### src/cvp_pkg.sv
// Shared constants and types for the camera view/projection block.
// Used by cvp_sincos, cvp_aspect_div and camera_view_projection_matrix.
// Depends on nothing.
package cvp_pkg;

    localparam int ANGLE_W      = 16;
    localparam int COORD_W      = 32;
    localparam int A_W          = 35;
    localparam int SC_W         = 18;
    localparam int CORDIC_STEPS = 30;
    localparam int SC_LAT       = CORDIC_STEPS + 4;
    localparam int DIV_STEPS    = 34;
    localparam int VP_W         = 15;

    localparam logic signed [A_W-1:0] Q29_PI      = 35'sd1686629713;
    localparam logic signed [A_W-1:0] Q29_HALF_PI = 35'sd843314856;
    localparam logic signed [A_W-1:0] Q29_TWO_PI  = 35'sd3373259426;
    localparam logic signed [31:0]    CORDIC_K    = 32'sd326016437;

    localparam logic signed [31:0] ATAN_Q29 [CORDIC_STEPS] = '{
        32'sd421657428, 32'sd248918915, 32'sd131521918, 32'sd66762579,
        32'sd33510843, 32'sd16771758, 32'sd8387925, 32'sd4194219,
        32'sd2097141, 32'sd1048575, 32'sd524288, 32'sd262144, 32'sd131072,
        32'sd65536, 32'sd32768, 32'sd16384, 32'sd8192, 32'sd4096, 32'sd2048,
        32'sd1024, 32'sd512, 32'sd256, 32'sd128, 32'sd64, 32'sd32, 32'sd16,
        32'sd8, 32'sd4, 32'sd2, 32'sd1
    };

    localparam logic [33:0] COT_Q32 = 34'd10368968296;

    // Status of the aspect-ratio divider as seen by the top level.
    typedef struct packed {
        logic                 busy;
        logic [DIV_STEPS-1:0] quot;
    } div_status_t;

endpackage

### src/cvp_aspect_div.sv
// Restoring divider for the projection's x scale, cot(fov/2)*height/width,
// one quotient bit per cycle. Restarted whenever the viewport changes.
// Depends on cvp_pkg.
module cvp_aspect_div import cvp_pkg::*; (
    input  logic            aclk,
    input  logic            aresetn,
    input  logic            start,
    input  logic [VP_W-1:0] width,
    input  logic [VP_W-1:0] height,
    output div_status_t     status
);

    logic [VP_W-1:0]      wd;
    logic [VP_W-1:0]      ht;
    logic [49:0]          num;
    logic                 busy_reg;
    logic [5:0]           cnt_reg;
    logic [DIV_STEPS-1:0] n_reg;
    logic [VP_W-1:0]      rem_reg;
    logic [VP_W-1:0]      d_reg;
    logic [DIV_STEPS-1:0] q_reg;
    logic [VP_W:0]        trial;
    logic                 take;
    logic [VP_W-1:0]      rem_next;

    // A zero register acts as one.
    assign wd  = (width  == '0) ? VP_W'(1) : width;
    assign ht  = (height == '0) ? VP_W'(1) : height;

    // Rounded quotient: floor((cot*ht + wd*2^15) / (wd*2^16)); the 2^16 is
    // taken off the numerator first, which leaves the floor unchanged.
    assign num = 50'(COT_Q32 * ht) + 50'({wd, 15'b0});

    assign trial    = {rem_reg, n_reg[DIV_STEPS-1]};
    assign take     = trial >= {1'b0, d_reg};
    assign rem_next = take ? VP_W'(trial - {1'b0, d_reg}) : trial[VP_W-1:0];

    always_ff @(posedge aclk) begin
        if (!aresetn) begin
            busy_reg <= 1'b0;
            cnt_reg  <= '0;
        end else if (start) begin
            busy_reg <= 1'b1;
            cnt_reg  <= 6'(DIV_STEPS);
        end else if (busy_reg) begin
            cnt_reg <= cnt_reg - 6'd1;
            if (cnt_reg == 6'd1) begin
                busy_reg <= 1'b0;
            end
        end
    end

    always_ff @(posedge aclk) begin
        if (start) begin
            n_reg   <= num[49:16];
            rem_reg <= '0;
            d_reg   <= wd;
            q_reg   <= '0;
        end else if (busy_reg) begin
            n_reg   <= {n_reg[DIV_STEPS-2:0], 1'b0};
            rem_reg <= rem_next;
            q_reg   <= {q_reg[DIV_STEPS-2:0], take};
        end
    end

    assign status.busy = busy_reg;
    assign status.quot = q_reg;

endmodule

### config.mk
export PLATFORM = sky130hd
export DESIGN_NAME = cvp_aspect_div
export DESIGN_NICKNAME = d
export VERILOG_FILES = /design/src/cvp_pkg.sv /design/src/cvp_aspect_div.sv
export SDC_FILE = /design/constraint.sdc
export NUM_CORES = 1
export LEC_CHECK = 0
export BUFFER_PORTS_ARGS = -buffer_cell sky130_fd_sc_hd__buf_2
export CORE_MARGIN = 8
export CORE_UTILIZATION = 65
export CTS_CLUSTER_SIZE = 8
export DETAILED_ROUTE_END_ITERATION = 12
export PLACE_DENSITY_LB_ADDON = 0.08
export SYNTH_ARGS = -nofsm -noshare
export SYNTH_HDL_FRONTEND = slang
export SYNTH_SLANG_ARGS = --single-unit
### constraint.sdc
create_clock -name aclk -period 25.5 [get_ports aclk]
set_clock_uncertainty 0.15 [all_clocks]
set_input_delay 2.55 -clock aclk [delete_from_list [all_inputs] [get_ports aclk]]
set_output_delay 2.55 -clock aclk [all_outputs]
set_load 0.005 [all_outputs]
; Yosys cells after proc, flatten, opt, wreduce, memory -nomap -nowiden
; Index checks and enable logic that the tools add are counted.
[word_totals]
register_bits = 105
in_bits = 33
wordCells = 28
output_inout_bits = 35
[op_classes]
add_sub_neg = 3
magnitude_cmp = 1
n_mul = 1
reduce_logical = 4
bitwise_logic = 1
n_eq_ne = 1
muxes = 10
[op_table]
columns = op, n
row1 = 34-bit 2-to-1 mux, 2
row2 = 49-bit by 30-bit adder with 50-bit output, 1
row3 = 31-bit by 15-bit multiplier with 46-bit output (first input constant), 1
row4 = 15-bit 2-to-1 mux, 3
row5 = 15-bit zero test, 2
row6 = 16-bit by 15-bit >= comparator with 1-bit output, 1
row7 = 15-bit subtractor, 1
row8 = 6-bit 2-to-1 mux, 2
row9 = 6-bit by 1-bit equality test with 1-bit output (second input constant), 1
row10 = 6-bit by 1-bit subtractor with 6-bit output (second input constant), 1
row11 = 1-bit 2-to-1 mux, 3
row12 = 2-bit nonzero test, 1
row13 = 2-bit OR reduction, 1
row14 = 1-bit inverter, 1

; Depth between registers and ports, before layout
; Gate-level depths: netlist of run 1.
[logic_depth]
word_depth = 5
ltp_mapped = 37
ltp_nobuf = 36

; Worst setup path before layout of run 1
; Ideal clock, no wire load.
[synth_path]
path_kind = input to register
from = in height[14]
to = reg n_reg[30], data pin
path_stages = 29
setup_time_ns = 0.152
n_path_buf = 0
path_slack_ns = 14.492
t_arrival_ns = 10.707
t_required_ns = 25.198
cell_sequence = or4_1 > nor4_1 > nor2_1 > fa_1 > fa_1 > fa_1 > inv_1 > fa_1 > inv_1 > fa_1 > inv_1 > fa_1 > inv_1 > ha_1 > and2_1 > and3_1 > nand2_1 > o31ai_1 > xor2_1 > ha_1 > nand4_1 > nand2b_1 > and3_1 > a21o_1 > or3_4 > nor4_4 > nand4_2 > or3_1 > a31oi_1
[synth_via]
elab_chain_len = 5
[synth_lines]
columns = element, line
row1 = "start, declared", cvp_aspect_div.sv:9  ; input logic [VP_W-1:0] height,
row2 = 15-bit zero test, cvp_aspect_div.sv:28  ; assign ht = (height == '0) ? VP_W'(1) : height;
row3 = 15-bit 2-to-1 mux (*), cvp_aspect_div.sv:28
row4 = 31-bit by 15-bit multiplier with 46-bit output (*), cvp_aspect_div.sv:32  ; assign num = 50'(COT_Q32 * ht) + 50'({wd, 15'b0});
row5 = 49-bit by 30-bit adder with 50-bit output (*), cvp_aspect_div.sv:32
row6 = 34-bit 2-to-1 mux (*), cvp_aspect_div.sv:54  ; if (start) begin
row7 = "end signal, assigned", cvp_aspect_div.sv:55  ; n_reg <= num[49:16];
row8 = "end signal, assigned", cvp_aspect_div.sv:60  ; n_reg <= {n_reg[DIV_STEPS-2:0], 1'b0};
row9 = "end, declared", cvp_aspect_div.sv:18  ; logic [DIV_STEPS-1:0] n_reg;
; Mark *: on every way between the ends. The rest lies on a longest branch, timed or not.
; A chain may end at the register's enable or synchronous reset.

; Final worst setup path of run 1
[layout_path]
from = in height[14]
to = reg n_reg[31], data pin
; The elaborated chain is that of the path after synthesis.

==> key figures, run 1 <==
Timing
  – Final Hold Violating Endpoints: 0
  – Max Transition Viols Final: 0
  – Transition time at the pin with the least slew margin: 1.076 ns
  – RSZ-0062 raised after global routing: no
  – Worst hold slack: 0.3458 ns
  – Total negative slack: 0 ns
  – Worst slew margin: 28.29%
  – Clock period minus worst slack: 11.84 ns
  – Count of final setup violators: 0
  – Final period util: 46.45%
  – Fmax: 84.43 MHz

Logic synthesis
  – Post-synth EDFFs: 49
  – Primary flip-flop cell chosen by synthesis mapping: sky130_fd_sc_hd__dfxtp_1
  – Mapped Area: 13080 um2
  – Net count after synthesis: 1751
  – Library cells used by synthesis: 79
  – Mapped Avg Cell Area: 9.474 um2
  – Synth Register Bits: 105
  – Async set-reset flop share out of synthesis: 0%
  – Total of warnings raised by yosys: 0
  – Post-synthesis cell count: 1381
  – Portion of the post-synthesis area used by sequential elements: 19.81%

Route
  – Post-route met1 wirelength: 12940 um
  – Count of routing violations after the opening detailed-route iteration: 500
  – Number of nets with antenna violations after routing: 0
  – Number of vias per cell: 5.672
  – Detailed-routing iteration count for the pre-antenna-repair pass: 5
  – Routed wl met2: 14150 um
  – Top layer used by detailed routing: met4
  – Via count: 9585
  – Average wire length per cell after detail routing: 17.71 um
  – DRC violations left: 0
  – Routed met3 length: 1148 um
  – Routed wire length: 29940 um

Clock tree
  – Sinks on Clock Net: 105
  – Num CTS Buffers: 9
  – Worst-skew pair later-pin latency: 0.35 ns
  – Post CTS Setup Buffer Count: 0
  – CTS-repair resized insts: 0
  – Cts-stage hold buffer count: 0
  – TritonCTS clock tree: yes
  – Maximum clock path buffer count: 2
  – H-tree depth: 3
  – Register clock-pin slew on the reported worst setup and hold paths: 0.08 ns
  – Root Buffer: sky130_fd_sc_hd__clkbuf_16

Critical path
  – Type of the worst setup path: input pin to register
  – Cell occurring most often along the worst timing path: sky130_fd_sc_hd__fa_1
  – Standard cell with the maximum stage delay on the critical path: sky130_fd_sc_hd__nor4_1
  – Worst Path Required: 25.55 ns
  – Startpoint kind of the worst setup timing path: input pin
  – Critical Path Fanout Max: 9
  – Category of the worst setup path capture point: register
  – Largest stage delay, worst path: 0.62 ns
  – Critical path arrival: 11.90 ns

GRT
  – Maximum number of pins on one net before global-route repair: 64
  – Wire length of the first global-routing pass: 48710 um
  – Via count of the first global-routing pass: 9828
  – Antenna violations before repair: 0
  – Aggregate global routing overflow: 0
  – GRT Util Overall: 24.95%

Layout
  – Layout overhead on the synthesized area: 6.168%
  – Fraction of layout instances using a drive strength above 1: 9.789%
  – Total of fill cells in the finished design: 1613
  – Post-layout instance count excluding filler cells: 1690
  – Total number of nets in the final design: 1785
  – ANT cells: 0

Floorplan
  – Ports placed on the boundary: 68
  – Width of the die: 157.9 um
  – Die area: 24920 um2
  – Die height: 157.9 um
  – Starting density of the core: 65.50%
  – Total core area: 19970 um2
  – Number of placement rows: 52

Placed design
  – Number of I/O port buffers: 67
  – Number of instances in the placed design: 1674
  – Placed wire-length estimate: 25630 um
  – Routability cong.: 1.060

Min path
  – Min-delay worst type: register to register

Run
  – Maximum capacitance violations: 0

Run status
  – Run status: finished, final reports clean
[cell type report]
cell class                      instances  area, um2  share of cell area, %
Inverter                              232      870.8                  6.269
Sequential cell                       105       2594                  18.67
Timing Repair Buffer                   72      375.4                  2.702
Clock inverter                          7      78.83                 0.5675
Tap cell                              270      337.8                  2.432
Multi-Input combinational cell        995       9409                  67.74
Clock buffer                            9      225.2                  1.621
[final timing paths]
check	endpoint	slack, ns	from	depth (start not counted)
setup / recovery	n_reg[31]$_DFFE_PP_	13.66	height[14]	32
hold / removal	rem_reg[9]$_SDFFE_PP0P_	0.35	rem_reg[9]$_SDFFE_PP0P_	2
setup reg to reg	rem_reg[0]$_SDFFE_PP0P_	21.52	n_reg[33]$_DFFE_PP_	14
hold reg to reg	rem_reg[9]$_SDFFE_PP0P_	0.35	rem_reg[9]$_SDFFE_PP0P_	2
[Yosys cell counts, drive strengths merged, types with 15 or more instances]
cell      n  area (um2)
mux2     17       191.4
a21o     21       157.7
nand2    70       262.8
edfxtp   49        1471
a21oi    71       362.8
a211oi   16       125.1
nand4    17       112.6
inv     232       870.8
ha      214        2678
dfxtp    56        1121
fa      123        2462
o21ai    44       220.2
mux2i    46       460.4
xnor2    50       437.9
nor2    112       422.9
clkbuf   33       123.9
buf      15       78.82
xor2     23       201.4
[stage by stage]
stage          utilization (%)  worst slack, ns  cell area [um2]
6_report                 69.54            13.66            13890
5_1_grt                  69.54            12.85            13890
4_1_cts                  69.54            13.70            13890
3_5_place_dp             68.02            13.37            13590
3_3_place_gp             68.02            13.46            13590
2_1_floorplan                -            14.49            13080
[cell families after synthesis]
family / Yosys count / synth area share, %
AND/OR/NAND/NOR: 292 / 10.80
buffers and inverters: 281 / 8.272
flip-flops: 105 / 19.81
AO/OA/AOI/OAI: 230 / 11.96
XOR/XNOR: 73 / 4.887
adder cells (fa/ha/maj): 337 / 39.28
multiplexers: 63 / 4.982
[placed cells by master, fill, tap and decap left out, types with 7 or more instances in the layout]
cell type / instances
sky130_fd_sc_hd__dfxtp_1: 55
sky130_fd_sc_hd__a211oi_1: 15
sky130_fd_sc_hd__nor2b_1: 10
sky130_fd_sc_hd__nand4_1: 16
sky130_fd_sc_hd__nand2_1: 70
sky130_fd_sc_hd__o21a_1: 12
sky130_fd_sc_hd__xnor2_1: 50
sky130_fd_sc_hd__nor3_1: 12
sky130_fd_sc_hd__buf_2: 66
sky130_fd_sc_hd__a21o_1: 21
sky130_fd_sc_hd__nand3_1: 12
sky130_fd_sc_hd__mux2i_1: 46
sky130_fd_sc_hd__edfxtp_1: 49
sky130_fd_sc_hd__ha_1: 214
sky130_fd_sc_hd__mux2_2: 17
sky130_fd_sc_hd__and3_1: 10
sky130_fd_sc_hd__clkbuf_16: 9
sky130_fd_sc_hd__nand2b_1: 7
sky130_fd_sc_hd__and2_1: 8
sky130_fd_sc_hd__a21oi_1: 69
sky130_fd_sc_hd__inv_1: 232
sky130_fd_sc_hd__o21ai_0: 33
sky130_fd_sc_hd__o21bai_1: 7
sky130_fd_sc_hd__fa_1: 123
sky130_fd_sc_hd__nor4_1: 8
sky130_fd_sc_hd__nor2_1: 111
sky130_fd_sc_hd__o21ai_1: 11
sky130_fd_sc_hd__xor2_1: 23
sky130_fd_sc_hd__or2_2: 7
[layer usage]
layer  track usage, %  vias up
met2            42.16      247
met4            14.32        0
met1            30.89     4532
met5                0        -
li1                 -     4721
met3            2.157       85
[critical path: cells and delay by family]
kind	cells	cell delay [ns]
AO/OA/AOI/OAI	9	1.95
XOR/XNOR	1	0.15
adder cells (fa/ha/maj)	8	3.56
buffers and inverters	5	0.45
AND/OR/NAND/NOR	9	3.23
Power of run 1 is not shown: default switching activity piles up to over one toggle a cycle in this logic, so the estimate is an artifact.
==> inputs of run 2 (changes only) <==
ABC_AREA = 1   (was not set)
CORE_UTILIZATION = 64   (was 65)
clock period = 11.9 ns   (was 25.5 ns; I/O delays follow)
==> key figures, run 2 <==
Placed design
  – Routability cong.: 1.066
  – Post-DP Area: 14870 um2
  – Number of I/O port buffers: 67
  – Number of instances in the placed design: 2221
  – Placed wire-length estimate: 32810 um

Layout
  – Layout overhead on the synthesized area: 6.244%
  – Final std cell area, no fill: 15180 um2
  – Commonest cells after routing, fill and taps aside: sky130_fd_sc_hd__nand2_1 (441), sky130_fd_sc_hd__inv_1 (404), sky130_fd_sc_hd__ha_1 (214)
  – Most common cell after layout, fill and taps aside: sky130_fd_sc_hd__nand2_1
  – Reg area: 2592 um2
  – Total number of nets in the final design: 2322
  – Total of fill cells in the finished design: 1937
  – Fraction of layout instances using a drive strength above 1: 8.329%
  – ANT cells: 0
  – Post-layout instance count excluding filler cells: 2237
  – Area of the multi-input gates: 9932 um2

Floorplan
  – Total core area: 21890 um2
  – Die area: 27360 um2
  – Starting density of the core: 65.27%
  – Die height: 165.4 um
  – Number of placement rows: 54
  – Ports placed on the boundary: 68
  – Width of the die: 165.4 um

Timing
  – Worst slew margin: 37.83%
  – Final Hold Violating Endpoints: 0
  – Total negative slack: 0 ns
  – Clock period minus worst slack: 9.015 ns
  – Count of final setup violators: 0
  – RSZ-0062 raised after global routing: no
  – Fmax: 110.9 MHz
  – Max Transition Viols Final: 0
  – Transition time at the pin with the least slew margin: 0.9315 ns
  – Final period util: 75.76%

GRT
  – Wire length of the first global-routing pass: 61270 um
  – Via count of the first global-routing pass: 12214
  – Maximum number of pins on one net before global-route repair: 46
  – Aggregate global routing overflow: 0
  – Antenna violations before repair: 0
  – GRT Util Overall: 28.80%

Clock tree
  – Num CTS Buffers: 9
  – Worst-skew pair later-pin latency: 0.35 ns
  – Post CTS Setup Buffer Count: 0
  – CTS-repair resized insts: 0
  – Maximum clock path buffer count: 2
  – Root Buffer: sky130_fd_sc_hd__clkbuf_16
  – TritonCTS clock tree: yes
  – H-tree depth: 3
  – Sinks on Clock Net: 105
  – Register clock-pin slew on the reported worst setup and hold paths: 0.08 ns
  – Cts-stage hold buffer count: 0

Critical path
  – Cell occurring most often along the worst timing path: sky130_fd_sc_hd__fa_1
  – Reg2reg start: n_reg[33]$_DFFE_PP_
  – Worst setup path start: height[4]
  – Category of the worst setup path capture point: register
  – Largest stage delay, worst path: 0.71 ns
  – Type of the worst setup path: input pin to register
  – Number of cell instances on the worst register-to-register path: 13
  – Startpoint kind of the worst setup timing path: input pin
  – Critical path arrival: 8.97 ns
  – Reg-to-reg slack, setup: 8.70 ns
  – Termination of the worst setup path: n_reg[31]$_DFFE_PP_
  – Standard cell with the maximum stage delay on the critical path: sky130_fd_sc_hd__nor2_1
  – Reg2Reg Capture Point: rem_reg[4]$_SDFFE_PP0P_
  – Worst Path Required: 11.85 ns
  – Critical Path Fanout Max: 14

Logic synthesis
  – Commonest cells post-synth: sky130_fd_sc_hd__nand2_1 (441), sky130_fd_sc_hd__inv_1 (404), sky130_fd_sc_hd__ha_1 (214)
  – Total of warnings raised by yosys: 0
  – Post-synth EDFFs: 49
  – Cell with the most instances after synthesis: sky130_fd_sc_hd__nand2_1
  – Library cells used by synthesis: 50
  – Top cells by area, synth: sky130_fd_sc_hd__ha_1 (19%), sky130_fd_sc_hd__fa_1 (17%), sky130_fd_sc_hd__nand2_1 (12%)
  – Async set-reset flop share out of synthesis: 0%
  – Primary flip-flop cell chosen by synthesis mapping: sky130_fd_sc_hd__dfxtp_1
  – Top cell type's share of synthesized area: 18.74%
  – Post-synthesis cell count: 1906
  – Synth Register Bits: 105
  – Leading area contributor after synthesis: sky130_fd_sc_hd__ha_1
  – Mapped Avg Cell Area: 7.496 um2
  – Mapped Area: 14290 um2
  – Portion of the post-synthesis area used by sequential elements: 18.15%
  – Net count after synthesis: 2276

Run status
  – Run status: finished, final reports clean

Route
  – Number of nets with antenna violations after routing: 0
  – Number of vias per cell: 5.440
  – Detailed-routing iteration count for the pre-antenna-repair pass: 7
  – Count of routing violations after the opening detailed-route iteration: 692
  – Routed wire length: 37890 um
  – Average wire length per cell after detail routing: 16.94 um
  – DRC violations left: 0
  – Via count: 12169

Run
  – Maximum capacitance violations: 0

Min path
  – Min-delay worst type: register to register
[run 2: stage by stage]
step	hold WS, ns	setup WS (ns)	utilization [%]
after detailed placement	0.2899	2.481	67.92
after CTS	0.3093	2.869	69.34
final	0.3115	2.885	69.34
after floorplan	0.2989	3.488	-
after global routing	0.3509	2.433	69.34
after global placement	0.2869	2.604	67.92
[run 2: final cells by class]
class	instances	share of cell area, %
well taps	280	2.308
multi-input cells	1333	65.43
flip-flops and latches	105	17.08
repair buffers	73	2.506
clock inverters	7	0.5605
inverters	430	10.63
clock buffers	9	1.484
[run 2: worst min-delay path by stage]
stage,startpoint,to,slack (ns),cells after the start
after global routing,q_reg[33]$_SDFFE_PP0P_,q_reg[33]$_SDFFE_PP0P_,0.35,2
final,q_reg[33]$_SDFFE_PP0P_,q_reg[33]$_SDFFE_PP0P_,0.31,2
after floorplan,rem_reg[13]$_SDFFE_PP0P_,rem_reg[13]$_SDFFE_PP0P_,0.30,2
after detailed placement,q_reg[33]$_SDFFE_PP0P_,q_reg[33]$_SDFFE_PP0P_,0.29,2
after global placement,q_reg[33]$_SDFFE_PP0P_,q_reg[33]$_SDFFE_PP0P_,0.29,2
after CTS,q_reg[33]$_SDFFE_PP0P_,q_reg[33]$_SDFFE_PP0P_,0.31,2
[run 2: per-layer routing]
metal / vias to the layer above / track usage [%] / wire length, um
met4: 0 / 17.94 / 2579
met2: 382 / 51.69 / 18610
li1: 6086 / - / -
met1: 5579 / 33.00 / 15130
met3: 122 / 1.909 / 1575
met5: - / 0 / 0
[run 2: kinds of logic (layout without fill, tap and decap cells)]
family	after synthesis	in the layout	share of synthesized area, %
xor gates and xnor gates	44	44	2.697
AOI/OAI and AO/OA	201	201	8.214
buffers and inverters	468	519	12.34
adders and majority gates	337	337	35.98
and+or+nand+nor	751	751	22.63
DFF	105	105	18.15
[run 2: critical path: cells and delay by family]
kind | cells | cell delay (ns)
fa+ha+maj | 9 | 4.03
simple gates | 17 | 2.49
buf+inv | 8 | 0.68
compound gates | 3 | 0.40
xor+xnor | 1 | 0.15
Power of run 2 is left out for the same reason.
==> inputs of run 3 (changes only) <==
ABC_AREA = 0   (was 1)
CORE_UTILIZATION = 58   (was 64)
clock period = 7.5 ns   (was 11.9 ns; I/O delays follow)
==> key figures, run 3 (same netlist as run 1, synthesis figures left out) <==
Run status
  – Run status: finished with violations
  – Violations in the final reports: setup timing

Layout
  – Total of fill cells in the finished design: 1628
  – Total number of nets in the final design: 2081
  – Fraction of layout instances using a drive strength above 1: 31.59%
  – Most common cell after layout, fill and taps aside: sky130_fd_sc_hd__buf_4
  – Commonest cells after routing, fill and taps aside: sky130_fd_sc_hd__buf_4 (291), sky130_fd_sc_hd__inv_1 (224), sky130_fd_sc_hd__ha_1 (197)
  – Reg area: 2594 um2
  – ANT cells: 0
  – Layout overhead on the synthesized area: 29.36%
  – Area of the multi-input gates: 10130 um2

Placed design
  – Routability cong.: 0.9915
  – Number of I/O port buffers: 67
  – Placed wire-length estimate: 27860 um

Timing
  – Worst hold slack: 0.3385 ns
  – Transition time at the pin with the least slew margin: 1.078 ns
  – Fmax: 115.1 MHz
  – Final Hold Violating Endpoints: 0
  – Final worst slack: -1.189 ns
  – Final period util: 115.8%
  – Max Transition Viols Final: 0
  – Count of final setup violators: 29
  – Worst slew margin: 28.13%
  – Clock period minus worst slack: 8.689 ns
  – RSZ-0062 raised after global routing: yes

Clock tree
  – Register clock-pin slew on the reported worst setup and hold paths: 0.08 ns
  – Root Buffer: sky130_fd_sc_hd__clkbuf_16
  – Num CTS Buffers: 9
  – H-tree depth: 3
  – TritonCTS clock tree: yes
  – Sinks on Clock Net: 105
  – Maximum clock path buffer count: 2
  – Worst-skew pair later-pin latency: 0.35 ns

Route
  – Number of vias per cell: 5.318
  – Routed wire length: 33000 um
  – Via count: 10642
  – Count of routing violations after the opening detailed-route iteration: 529
  – Detailed-routing iteration count for the pre-antenna-repair pass: 5
  – Number of nets with antenna violations after routing: 0
  – Average wire length per cell after detail routing: 16.49 um
  – DRC violations left: 0

Run
  – Maximum capacitance violations: 0

Floorplan
  – Die area: 27620 um2
  – Starting density of the core: 58.50%
  – Width of the die: 166.2 um
  – Die height: 166.2 um
  – Ports placed on the boundary: 68
  – Total core area: 22370 um2
  – Number of placement rows: 55

Critical path
  – Type of the worst setup path: input pin to register
  – Reg2Reg Capture Point: rem_reg[7]$_SDFFE_PP0P_
  – Standard cell with the maximum stage delay on the critical path: sky130_fd_sc_hd__or4_4
  – Reg-to-reg slack, setup: 3.52 ns
  – Category of the worst setup path capture point: register
  – Number of cell instances on the worst register-to-register path: 14
  – Startpoint kind of the worst setup timing path: input pin
  – Largest stage delay, worst path: 0.62 ns
  – Critical Path Fanout Max: 6
  – Critical path arrival: 8.72 ns
  – Worst Path Required: 7.54 ns
  – Reg2reg start: n_reg[33]$_DFFE_PP_

GRT
  – Antenna violations before repair: 0
  – Wire length of the first global-routing pass: 53740 um
  – Maximum number of pins on one net before global-route repair: 64
  – GRT Util Overall: 23.73%
  – Aggregate global routing overflow: 0
  – Via count of the first global-routing pass: 11162

Min path
  – Worst Hold Path EP: rem_reg[14]$_SDFFE_PP0P_
  – Min-delay worst type: register to register
  – Hold_sp: rem_reg[14]$_SDFFE_PP0P_
  – Instance count along the most critical hold path: 1
[run 3: cell types whose count changed in the layout (fill, tap and decap cells not counted), sizes merged, moves of 15 or more]
| cell | before | now |
|---|---|---|
| buf | 73 | 368 |
| a21o | 6 | 21 |
| mux2 | 0 | 17 |
| nand3 | 86 | 13 |
| inv | 423 | 233 |
| nand2 | 458 | 70 |
| xnor2 | 19 | 50 |
| mux2i | 0 | 46 |
| nor2 | 144 | 112 |
| o22ai | 33 | 2 |
| a211oi | 1 | 16 |
[run 3: worst max-delay path: cells and delay by family]
family	cells	cell delay, ns
adders and majority gates	8	3.25
and+or+nand+nor	9	2.61
AOI/OAI and AO/OA	7	1.47
xor gates and xnor gates	1	0.17
buffers and inverters	5	0.46
[run 3: routing by layer]
layer / GRT usage (%) / share of wire (%) / vias to the layer above
met5: 0 / 0 / -
met3: 2.092 / 2.9 / 69
met4: 9.842 / 4.2 / 0
met2: 44.47 / 51 / 223
met1: 27.28 / 42 / 5035
li1: - / - / 5315
[run 3: stage by stage]
step,TNS [ns],area (um2),std cells,setup WS [ns],utilization (%)
global placement,-34.61,15930,1965,-1.509,71.23
floorplan,-18.50,13350,1381,-1.248,-
finish,-21.79,16930,2001,-1.189,75.68
CTS,-19.63,16660,1993,-1.035,74.47
global route,-29.61,16930,2001,-1.516,75.68
detailed placement,-37.56,15930,1965,-1.658,71.23
[run 3: layout make-up]
class,count,area share (%)
tap,285,2.107
inverter,232,5.160
timing repair buffer,368,15.66
clock inverter,6,0.4214
clock buffer,10,1.479
sequential,105,15.32
multi-input combinational,995,59.84
[run 3: how the worst max path moves through the flow]
stage	endpoint	from	depth (start not counted)	slack (ns)
after floorplan	n_reg[30]$_DFFE_PP_	height[8]	33	-1.25
after global placement	n_reg[30]$_DFFE_PP_	height[8]	31	-1.51
after detailed placement	n_reg[32]$_DFFE_PP_	height[8]	33	-1.66
after CTS	n_reg[30]$_DFFE_PP_	height[8]	33	-1.03
after global routing	n_reg[30]$_DFFE_PP_	height[8]	30	-1.52
final	n_reg[32]$_DFFE_PP_	height[8]	30	-1.19
[run 3: what timing repair did]
action / 4_1_cts / 5_1_grt
hold endpoints to repair: 0 / 0
hold buffers: 0 / 0
pin swaps: 40 / 43
endpoints found under the setup margin: 30 / 30
gates resized for setup: 73 / 42
setup buffers: 13 / 10
Power of run 3 is left out for the same reason.
